<file path="config.mk">
export PLATFORM = sky130hd
export DESIGN_NAME = utf8_to_cp437_decoder
export DESIGN_NICKNAME = d
export VERILOG_FILES = /design/src/hw/rtl/u2c437_pkg.sv /design/src/hw/rtl/utf8_to_cp437_decoder.sv
export SDC_FILE = /design/constraint.sdc
export NUM_CORES = 1
export LEC_CHECK = 0
export BUFFER_PORTS_ARGS = -buffer_cell sky130_fd_sc_hd__buf_2
export CAP_MARGIN = 10
export CORE_MARGIN = 5
export CORE_UTILIZATION = 50
export CTS_CLUSTER_SIZE = 20
export DETAILED_ROUTE_END_ITERATION = 12
export PLACE_DENSITY = 0.78
export SLEW_MARGIN = 20
export SYNTH_ARGS = -nofsm -noshare
export SYNTH_HDL_FRONTEND = slang
export SYNTH_SLANG_ARGS = --single-unit
</file>
<file path="constraint.sdc">
create_clock -name clk_i -period 10.9 [get_ports clk_i]
set_input_delay 1.09 -clock clk_i [delete_from_list [all_inputs] [get_ports clk_i]]
set_output_delay 1.09 -clock clk_i [all_outputs]
set_load 0.01 [all_outputs]
</file>
<file path="src/hw/rtl/u2c437_pkg.sv">
// ----------------------------------------------------------------------------
// u2c437_pkg
// Types and constants shared by the UTF-8 to codepage-437 decoder: the result
// record and the multibyte sequence lookup.
// ----------------------------------------------------------------------------
package u2c437_pkg;

  // Lead byte class boundaries
  localparam logic [7:0] LeadInvalid = 8'h7F;
  localparam logic [7:0] LeadTwo     = 8'hC2;
  localparam logic [7:0] LeadThree   = 8'hE0;
  localparam logic [7:0] LeadFour    = 8'hF0;
  localparam logic [7:0] Unmapped    = 8'hFF;
  localparam logic [7:0] Terminator  = 8'h00;

  localparam int unsigned TableSize = 129;
  localparam int unsigned TableBase = 127;

  // One result record as it travels to the output stream
  typedef struct packed {
    logic [15:0] byte_count;
    logic        truncated;
    logic        end_of_string;
    logic [7:0]  out_byte;
  } res_t;

  // Sequences {b0, b1, b2}; b2 of zero marks a two-byte sequence
  localparam logic [23:0] SeqTable [TableSize] = '{
    24'hE28C82, 24'hC38700, 24'hC3BC00, 24'hC3A900, 24'hC3A200,
    24'hC3A400, 24'hC3A000, 24'hC3A500, 24'hC3A700, 24'hC3AA00,
    24'hC3AB00, 24'hC3A800, 24'hC3AF00, 24'hC3AE00, 24'hC3AC00,
    24'hC38400, 24'hC38500, 24'hC38900, 24'hC3A600, 24'hC38600,
    24'hC3B400, 24'hC3B600, 24'hC3B200, 24'hC3BB00, 24'hC3B900,
    24'hC3BF00, 24'hC39600, 24'hC39C00, 24'hC2A200, 24'hC2A300,
    24'hC2A500, 24'hE282A7, 24'hC69200, 24'hC3A100, 24'hC3AD00,
    24'hC3B300, 24'hC3BA00, 24'hC3B100, 24'hC39100, 24'hC2AA00,
    24'hC2BA00, 24'hC2BF00, 24'hE28C90, 24'hC2AC00, 24'hC2BD00,
    24'hC2BC00, 24'hC2A100, 24'hC2AB00, 24'hC2BB00, 24'hE29691,
    24'hE29692, 24'hE29693, 24'hE29482, 24'hE294A4,
    24'hE295A1, 24'hE295A2, 24'hE29596, 24'hE29595,
    24'hE295A3, 24'hE29591, 24'hE29597, 24'hE2959D,
    24'hE2959C, 24'hE2959B, 24'hE29490, 24'hE29494,
    24'hE294B4, 24'hE294AC, 24'hE2949C, 24'hE29480,
    24'hE294BC, 24'hE2959E, 24'hE2959F, 24'hE2959A,
    24'hE29594, 24'hE295A9, 24'hE295A6, 24'hE295A0,
    24'hE29590, 24'hE295AC, 24'hE295A7, 24'hE295A8,
    24'hE295A4, 24'hE295A5, 24'hE29599, 24'hE29598,
    24'hE29592, 24'hE29593, 24'hE295AB, 24'hE295AA,
    24'hE29498, 24'hE2948C, 24'hE29688, 24'hE29684,
    24'hE2968C, 24'hE29690, 24'hE29680, 24'hCEB100,
    24'hC39F00, 24'hCE9300, 24'hCF8000, 24'hCEA300, 24'hCF8300,
    24'hC2B500, 24'hCF8400, 24'hCEA600, 24'hCE9800, 24'hCEA900,
    24'hCEB400, 24'hE2889E, 24'hCF8600, 24'hCEB500,
    24'hE288A9, 24'hE289A1, 24'hC2B100, 24'hE289A5,
    24'hE289A4, 24'hE28CA0, 24'hE28CA1, 24'hC3B700,
    24'hE28988, 24'hC2B000, 24'hE28899, 24'hC2B700,
    24'hE2889A, 24'hE281BF, 24'hC2B200, 24'hE296A0,
    24'hC2A000
  };

  // Parallel compare against every table entry; the lowest match wins
  function automatic logic [7:0] seq_lookup(input logic [23:0] key);
    logic [7:0] code;
    code = Unmapped;
    for (int n = TableSize - 1; n >= 0; n--) begin
      if (SeqTable[n] == key) begin
        code = 8'(TableBase + n);
      end
    end
    return code;
  endfunction

endpackage

</file>
<file path="src/hw/rtl/utf8_to_cp437_decoder.sv">
// ----------------------------------------------------------------------------
// utf8_to_cp437_decoder
// Converts a UTF-8 byte stream into codepage-437 bytes with terminator
// handling, an optional per-string output limit and a running byte count.
// ----------------------------------------------------------------------------
// Results are registered in the output queue for the master side.
//   Throughput: one input byte per cycle; a zero byte that closes a partial
//   sequence yields two results unless the limit is hit, and the four-entry
//   queue absorbs them; input stalls only while it holds three or more.
// Reset: rst_ni clears decoder state, the output limit (unlimited) and the
//   output queue; no clearing pass.
module utf8_to_cp437_decoder #(
  parameter int unsigned COUNT_WIDTH = 16
) (
  input  logic                     clk_i,
  input  logic                     rst_ni,
  // configuration: out_limit
  input  logic                     cfg_we_i,
  input  logic [15:0]              cfg_wdata_i,
  // input stream
  input  logic                     s_axis_tvalid_i,
  output logic                     s_axis_tready_o,
  input  logic [7:0]               s_axis_tdata_i,   // [7:0] in_byte
  // output stream
  output logic                     m_axis_tvalid_o,
  input  logic                     m_axis_tready_i,
  output logic [23:0]              m_axis_tdata_o,   // [7:0] out_byte, [23:8] byte_count
  output logic                     m_axis_tlast_o,   // end_of_string
  output logic                     m_axis_tuser_o    // truncated
);
  import u2c437_pkg::*;

  localparam int unsigned CmpWidth = (COUNT_WIDTH > 16) ? COUNT_WIDTH : 16;
  localparam int unsigned QDepth   = 4;
  localparam int unsigned QPtrW    = $clog2(QDepth);

  // Decoder state
  logic [15:0]            limit_q;
  logic [1:0]             pend_q, pend_d;
  logic [7:0]             lead_q, lead_d;
  logic [7:0]             sec_q, sec_d;
  logic [COUNT_WIDTH-1:0] cnt_q, cnt_d;
  logic                   halt_q, halt_d;

  // Output queue
  res_t                   queue_q [QDepth];
  logic [QPtrW-1:0]       wr_ptr_q, rd_ptr_q;
  logic [QPtrW:0]         fill_q;

  logic                   in_xfer, out_xfer;
  logic [7:0]             b;
  logic [COUNT_WIDTH-1:0] nx1, nx2;
  logic [CmpWidth-1:0]    nx1_ext, nx2_ext;
  logic                   forced;
  logic [23:0]            key;
  logic [7:0]             match_code;
  logic [1:0]             n_push;
  res_t                   r0, r1;
  logic [7:0]             value;
  logic                   done;

  assign b        = s_axis_tdata_i;
  assign in_xfer  = s_axis_tvalid_i && s_axis_tready_o;
  assign out_xfer = m_axis_tvalid_o && m_axis_tready_i;

  // Saturating counts for the first and a following output byte
  assign nx1     = (cnt_q == '1) ? cnt_q : cnt_q + 1'b1;
  assign nx2     = (nx1 == '1) ? nx1 : nx1 + 1'b1;
  assign nx1_ext = CmpWidth'(nx1);
  assign nx2_ext = CmpWidth'(nx2);
  assign forced  = (limit_q != '0) && (nx1_ext == CmpWidth'(limit_q));

  // Sequence lookup key from the collected bytes
  assign key = (lead_q >= LeadThree) ? {lead_q, sec_q, b} : {lead_q, b, Terminator};
  assign match_code = seq_lookup(key);

  // Decode one byte into zero, one or two results
  always_comb begin
    pend_d = pend_q;
    lead_d = lead_q;
    sec_d  = sec_q;
    cnt_d  = cnt_q;
    halt_d = halt_q;
    n_push = 2'd0;
    value  = Unmapped;
    done   = 1'b0;
    r0     = '{byte_count: nx1_ext[15:0], truncated: 1'b0, end_of_string: 1'b0,
               out_byte: Unmapped};
    r1     = '{byte_count: nx2_ext[15:0], truncated: 1'b0, end_of_string: 1'b1,
               out_byte: Terminator};
    if (in_xfer) begin
      if (halt_q) begin
        if (b == Terminator) begin
          halt_d = 1'b0;
        end
      end else if (b == Terminator) begin
        pend_d = 2'd0;
        cnt_d  = '0;
        if (pend_q != 2'd0) begin
          if (forced) begin
            r0.out_byte      = Terminator;
            r0.end_of_string = 1'b1;
            r0.truncated     = 1'b1;
            n_push           = 2'd1;
          end else begin
            n_push = 2'd2;
          end
        end else begin
          r0.out_byte      = Terminator;
          r0.end_of_string = 1'b1;
          n_push           = 2'd1;
        end
      end else if (pend_q != 2'd0 || b < LeadTwo) begin
        if (pend_q != 2'd0) begin
          pend_d = pend_q - 2'd1;
          if (lead_q >= LeadFour) begin
            done = (pend_q == 2'd1);
          end else if (lead_q >= LeadThree && pend_q == 2'd2) begin
            sec_d = b;
          end else begin
            value = match_code;
            done  = 1'b1;
          end
        end else begin
          value = (b < LeadInvalid) ? b : Unmapped;
          done  = 1'b1;
        end
        // Emit, or force the terminator when the limit is hit
        if (done) begin
          n_push = 2'd1;
          if (forced) begin
            r0.out_byte      = Terminator;
            r0.end_of_string = 1'b1;
            r0.truncated     = 1'b1;
            cnt_d            = '0;
            halt_d           = 1'b1;
            pend_d           = 2'd0;
          end else begin
            r0.out_byte = value;
            cnt_d       = nx1;
          end
        end
      end else begin
        lead_d = b;
        sec_d  = 8'h00;
        pend_d = (b < LeadThree) ? 2'd1 : (b < LeadFour) ? 2'd2 : 2'd3;
      end
    end
  end

  // Hold decoder state and the output limit
  always_ff @(posedge clk_i or negedge rst_ni) begin
    if (!rst_ni) begin
      limit_q <= '0;
      pend_q  <= '0;
      lead_q  <= '0;
      sec_q   <= '0;
      cnt_q   <= '0;
      halt_q  <= 1'b0;
    end else begin
      if (cfg_we_i) begin
        limit_q <= cfg_wdata_i;
      end
      pend_q <= pend_d;
      lead_q <= lead_d;
      sec_q  <= sec_d;
      cnt_q  <= cnt_d;
      halt_q <= halt_d;
    end
  end

  // Queue pointers and fill level
  always_ff @(posedge clk_i or negedge rst_ni) begin
    if (!rst_ni) begin
      wr_ptr_q <= '0;
      rd_ptr_q <= '0;
      fill_q   <= '0;
    end else begin
      wr_ptr_q <= wr_ptr_q + QPtrW'(n_push);
      if (out_xfer) begin
        rd_ptr_q <= rd_ptr_q + 1'b1;
      end
      fill_q <= fill_q + (QPtrW + 1)'(n_push) - (QPtrW + 1)'(out_xfer);
    end
  end

  // Queue entries: write up to two results per cycle
  always_ff @(posedge clk_i) begin
    if (n_push != 2'd0) begin
      queue_q[wr_ptr_q] <= r0;
    end
    if (n_push == 2'd2) begin
      queue_q[wr_ptr_q + 1'b1] <= r1;
    end
  end

  // Accept input while two queue slots are free
  assign s_axis_tready_o = (fill_q <= (QPtrW + 1)'(QDepth - 2));
  assign m_axis_tvalid_o = (fill_q != '0);
  assign m_axis_tdata_o  = {queue_q[rd_ptr_q].byte_count, queue_q[rd_ptr_q].out_byte};
  assign m_axis_tlast_o  = queue_q[rd_ptr_q].end_of_string;
  assign m_axis_tuser_o  = queue_q[rd_ptr_q].truncated;

endmodule

</file>
Yosys cells after proc, flatten, opt, wreduce, memory -nomap -nowiden
Memories as Yosys holds them, arrays and structs flattened.
Cells that the tools add are included.
{ "totals": {"ff_bits": 58, "ram_bits": 104, "output_inout_bits": 28, "memories": 1} }
{ "op_classes": {"addsub": 8, "magnitude_cmp": 7, "n_eq_ne": 137, "muxes": 184, "bitwise_logic": 3, "reduce_logical": 16} }
{ "memory_table": {"columns": ["name", "words", "word_bits", "read_ports", "rd_clocked_by_memory_dff", "wr", "line_no", "source"], "rows": [
  ["queue_q", 4, 26, 1, 0, 2, "utf8_to_cp437_decoder.sv:46", "res_t queue_q [QDepth];"]
]} }
{ "op_table": {"columns": ["op", "count"], "rows": [
  ["$eq 24x24->1 const A", 128],
  ["$mux 8", 134],
  ["$mux 16", 7],
  ["$mux 10", 6],
  ["$add 16x1->16 const B", 2],
  ["$eq 16x16->1 const B", 2],
  ["$mux 2", 14],
  ["$lt 8x8->1 const B", 3],
  ["$mux 1", 22],
  ["$eq 16x16->1", 1],
  ["$ge 8x8->1 const B", 2],
  ["$reduce_bool 16->1", 1],
  ["$mux 9", 1],
  ["$logic_not 8->1", 1],
  ["$lt 8x7->1 const B", 1],
  ["$reduce_and 4->1", 2],
  ["$reduce_bool 2->1", 4],
  ["$reduce_and 6->1", 1],
  ["$add 2x1->2 const B", 2],
  ["$eq 2x2->1 const B", 2],
  ["$logic_and 1x1->1", 4],
  ["$ne 2x2->1 const B", 2],
  ["$add 3x2->3", 1],
  ["$le 3x2->1 const B", 1],
  ["9 further kinds", 11]
]} }

Longest topological paths before layout
{ "logic_depth": {"depth_word": 140, "mapped_depth": 19, "mapped_depth_nobuf": 17} }

Worst setup path before layout
OpenSTA, ideal clock, no wires.
{ "synth_path": {"kind": "flip-flop to flip-flop", "startpoint": "reg cnt_q[1]", "endpoint": "reg fill_q[2]", "arrival_ps": 4080, "slack_ps": 6697, "path_stages_with_launch": 20, "n_path_buf": 2, "cell_sequence": "dfrtp_1 > ha_1 > nand4_2 > or4_1 > buf_2 > mux2i_1 > nand4b_1 > or4_1 > nor3_1 > buf_2 > nor2_1 > nor2_1 > inv_1 > ha_1 > inv_1 > ha_1 > inv_1 > fa_1 > xor2_1 > xnor2_1"} }
{ "synth_between": {"elab_chain_len": 11} }
{ "synth_rtl": {"columns": ["element", "line_no", "source"], "rows": [
  ["start, declared", "utf8_to_cp437_decoder.sv:42", "logic [COUNT_WIDTH-1:0] cnt_q, cnt_d;"],
  ["start signal, assigned", "utf8_to_cp437_decoder.sv:167", "cnt_q <= cnt_d;"],
  ["$add 16x1->16 / $eq 16x16->1 (equally long branches)", "utf8_to_cp437_decoder.sv:67", "assign nx1 = (cnt_q == '1) ? cnt_q : cnt_q + 1'b1;"],
  ["$mux 16 *", "utf8_to_cp437_decoder.sv:67", null],
  ["$eq 16x16->1 *", "utf8_to_cp437_decoder.sv:71", "assign forced = (limit_q != '0) && (nx1_ext == CmpWidth'(limit_q));"],
  ["$logic_and 1x1->1 *", "utf8_to_cp437_decoder.sv:71", null],
  ["$mux 2 *", "utf8_to_cp437_decoder.sv:100", "if (forced) begin"],
  ["$mux 2 *", "utf8_to_cp437_decoder.sv:99", "if (pend_q != 2'd0) begin"],
  ["$mux 2 *", "utf8_to_cp437_decoder.sv:96", "end else if (b == Terminator) begin"],
  ["$mux 2 *", "utf8_to_cp437_decoder.sv:92", "if (halt_q) begin"],
  ["$mux 2 *", "utf8_to_cp437_decoder.sv:91", "if (in_xfer) begin"],
  ["$add 3x2->3 *", "utf8_to_cp437_decoder.sv:183", "fill_q <= fill_q + (QPtrW + 1)'(n_push) - (QPtrW + 1)'(out_xfer);"],
  ["$sub 3x1->3 *", "utf8_to_cp437_decoder.sv:183", null],
  ["end signal, assigned", "utf8_to_cp437_decoder.sv:183", null],
  ["end, declared", "utf8_to_cp437_decoder.sv:48", "logic [QPtrW:0] fill_q;"]
]} }
Mark *: on every way between the ends. The rest lies on a longest branch, timed or not.
A chain may end at the register's enable or synchronous reset.

==> flow_summary.toml <==
[status]
status = "finished, final reports clean"

[floorplanning]
chipWidth_um = 165
die_area_um2 = 27300
die_h_um = 165
initial_core_util = 0.510
boundaryPins = 57
fp-row-count = 56
core_area_um2 = 23600

[grt]
antenna_found_initial = 0
first_global_vias = 11185
grt_pass1_wl_um = 69500
overall_global_routing_usage = 0.336
grt_overflow_total = 0
grt_max_degree = 59

[synth]
count_of_unique_library_cells_instantiated_by_yosys = 94
synth.ff_latch_count = 162
netlist_area_um2 = 12000
postSynth.asyncResetShare = 0.358
ys_seq_area_frac = 0.347
most_used_flip_flop_cell_after_synthesis = "edfxtp_1"
synth_enable_flop_cells = 64
synth-warning-count = 0
syn-instance-count = 1369
syn-mean-instance-area_um2 = 8.79
mapped_nets = 1405

[sta]
finalHoldViolations = 0
max_freq_mhz = 176
final.min_clock_period_ns = 5.67
final.period_utilization = 0.520
transition_at_the_pin_with_the_smallest_max_transition_slack_ns = 1.12
report.final.slew_viol_count = 0
finalSetupTns_ns = 0
grt_setup_unrepaired = "false"
worst_clock_skew_ns = 0.0164
finalSetupViolations = 0
relSlewSlack = 0.249

[clock_network]
cts-htree-levels = 4
cts_inserted_buffers = 17
post_cts_hold_buffer_count = 0
clock_insertion_delay_worst_skew_ns = 0.45
tritoncts = "built"
maximum_clock_path_buffer_count = 2
ctsResizeCount = 0
tritoncts_num_sinks = 162
path_clk_slew_ns = 0.07
ctsRootBufferMaster = "clkbuf_16"
postCtsSetupRepairBufs = 0

[layout]
multi_input_comb_area_um2 = 7320
layout-drive-gt1-share = 0.164
sequential_cell_area_um2 = 4170
antennaDiodeCount = 0
nNetsFinal = 1390
fillerInstances = 2177
area_delta_synth_final_pct = 8.25

[critical_path]
worst_setup_path_end_kind = "register"
critical_path_peak_fanout = 19
cp_data_arrival_time_ns = 5.66
critPathLaunchType = "register"
cp.required_ns = 10.89
worstSetupPathType = "reg -> reg"

[power_and_ir_drop]
peakVddDrop_mv = 0.197
pwr_density_cell_nw_per_um2 = 217
power.leakage_nw = 4.53
design_power_total_mw = 2.83

[placement]
post-dp-hpwl_um = 33500
gp_congestion = 1.03
numPortBuffers = 56

[detailed_routing]
drt.antenna.violating_nets = 0
drcViolationCount = 0
routed_via_density = 7.23
wl_um = 46300
vias = 12190
drt_iter0_drc = 2241
avgRoutedWirePerCell_um = 27.5
drt_first_pass_iters = 6

[worst_hold_path]
hold_class = "reg -> reg"

[run]
max_cap_violation_count = 0
## cells in the mapped netlist (28+ instances only)
master | count | area share
nand2_1 | 115 | 0.036
o21ai_0 | 97 | 0.040
nor2_1 | 88 | 0.027
nand3_1 | 79 | 0.033
clkbuf_1 | 71 | 0.022
a21oi_1 | 64 | 0.027
edfxtp_1 | 64 | 0.16
dfrtp_1 | 58 | 0.12
o22ai_1 | 44 | 0.023
dfxtp_1 | 40 | 0.067
nor3_1 | 40 | 0.017
o21ai_1 | 29 | 0.012
mux2_2 | 28 | 0.026
## cells in the final DEF, fill, tap and decap left out, types with 40 or more instances in the layout
cell,n
nand2_1,115
o21ai_0,97
nor2_1,88
nand3_1,79
a21oi_1,64
edfxtp_1,64
dfrtp_1,58
buf_2,56
o22ai_1,44
dfxtp_1,40
## worst max-delay path, stage by stage (launching register included)
cell and delay [ns]:
dfrtp_1 0.53, ha_1 0.47, nand4_2 0.45, nor3_2 0.28, mux2i_1 0.85, xnor2_1 0.11
or4_1 0.61, nor3_1 0.29, buf_4 0.25, or3_1 0.64, nand2_1 0.71
## state kept, by name, summed over array words and instances, names as in the netlist
| register | cells |
|---|---|
| pend_q | 2 |
| fill_q | 3 |
| rd_ptr_q | 2 |
| halt_q | 1 |
| queue_q | 104 |
| wr_ptr_q | 2 |
| lead_q | 8 |
| sec_q | 8 |
| cnt_q | 16 |
| limit_q | 16 |
## worst paths after layout
path / start / endpoint / slack [ns] / cells after the start
setup reg to reg: cnt_q[0] / queue_q[3][19] / 5.23 / 10
max in group asynchronous: rst_ni / lead_q[3] / 9.62 / 2
hold reg to reg: rd_ptr_q[0] / rd_ptr_q[0] / 0.47 / 1
min in group asynchronous: rst_ni / limit_q[6] / 0.79 / 2
setup / recovery: cnt_q[0] / queue_q[3][19] / 5.23 / 10
hold / removal: rd_ptr_q[0] / rd_ptr_q[0] / 0.47 / 1
## where the power goes
part | leakage [nW] | switching [mW] | internal [mW]
Sequential | 1.67 | 0.171 | 0.787
Clock | 0.288 | 0.296 | 0.308
Combinational | 2.56 | 0.800 | 0.465
Total | 4.53 | 1.27 | 1.56
## routing by layer
metal,vias up,global-route usage,part of all wire
li1,5298,-,-
met1,5783,0.511,0.42
met2,993,0.463,0.41
met3,116,0.105,0.15
met4,0,0.0813,0.026
met5,-,0,0
## kinds of logic after synthesis
family	synth area share
AO/OA/AOI/OAI	0.204
XOR/XNOR	0.0232
multiplexers	0.0988
flip-flops	0.347
AND/OR/NAND/NOR	0.272
adder cells (fa/ha/maj)	0.00790
buffers and inverters	0.0474
## metrics by stage
step | instances | hold WS [ns] | utilization | setup slack (ns) | instance area (um^2)
final | 1686 | 0.469 | 0.552 | 5.23 | 13000
after global routing | 1686 | 0.509 | 0.552 | 4.89 | 13000
after CTS | 1686 | 0.471 | 0.551 | 5.39 | 13000
after detailed placement | 1654 | 0.457 | 0.527 | 5.41 | 12400
after global placement | 1654 | 0.447 | 0.527 | 5.61 | 12400
after floorplan | 1369 | 0.437 | - | 6.70 | 12000
## layout make-up
| type | instances | area share |
|---|---|---|
| Clock inverter | 15 | 0.0119 |
| Tap cell | 319 | 0.0306 |
| Inverter | 19 | 0.00547 |
| Clock buffer | 17 | 0.0326 |
| Timing Repair Buffer | 83 | 0.0371 |
| Sequential cell | 162 | 0.320 |
| Multi-Input combinational cell | 1071 | 0.562 |
(Power assumes the default switching activity.)
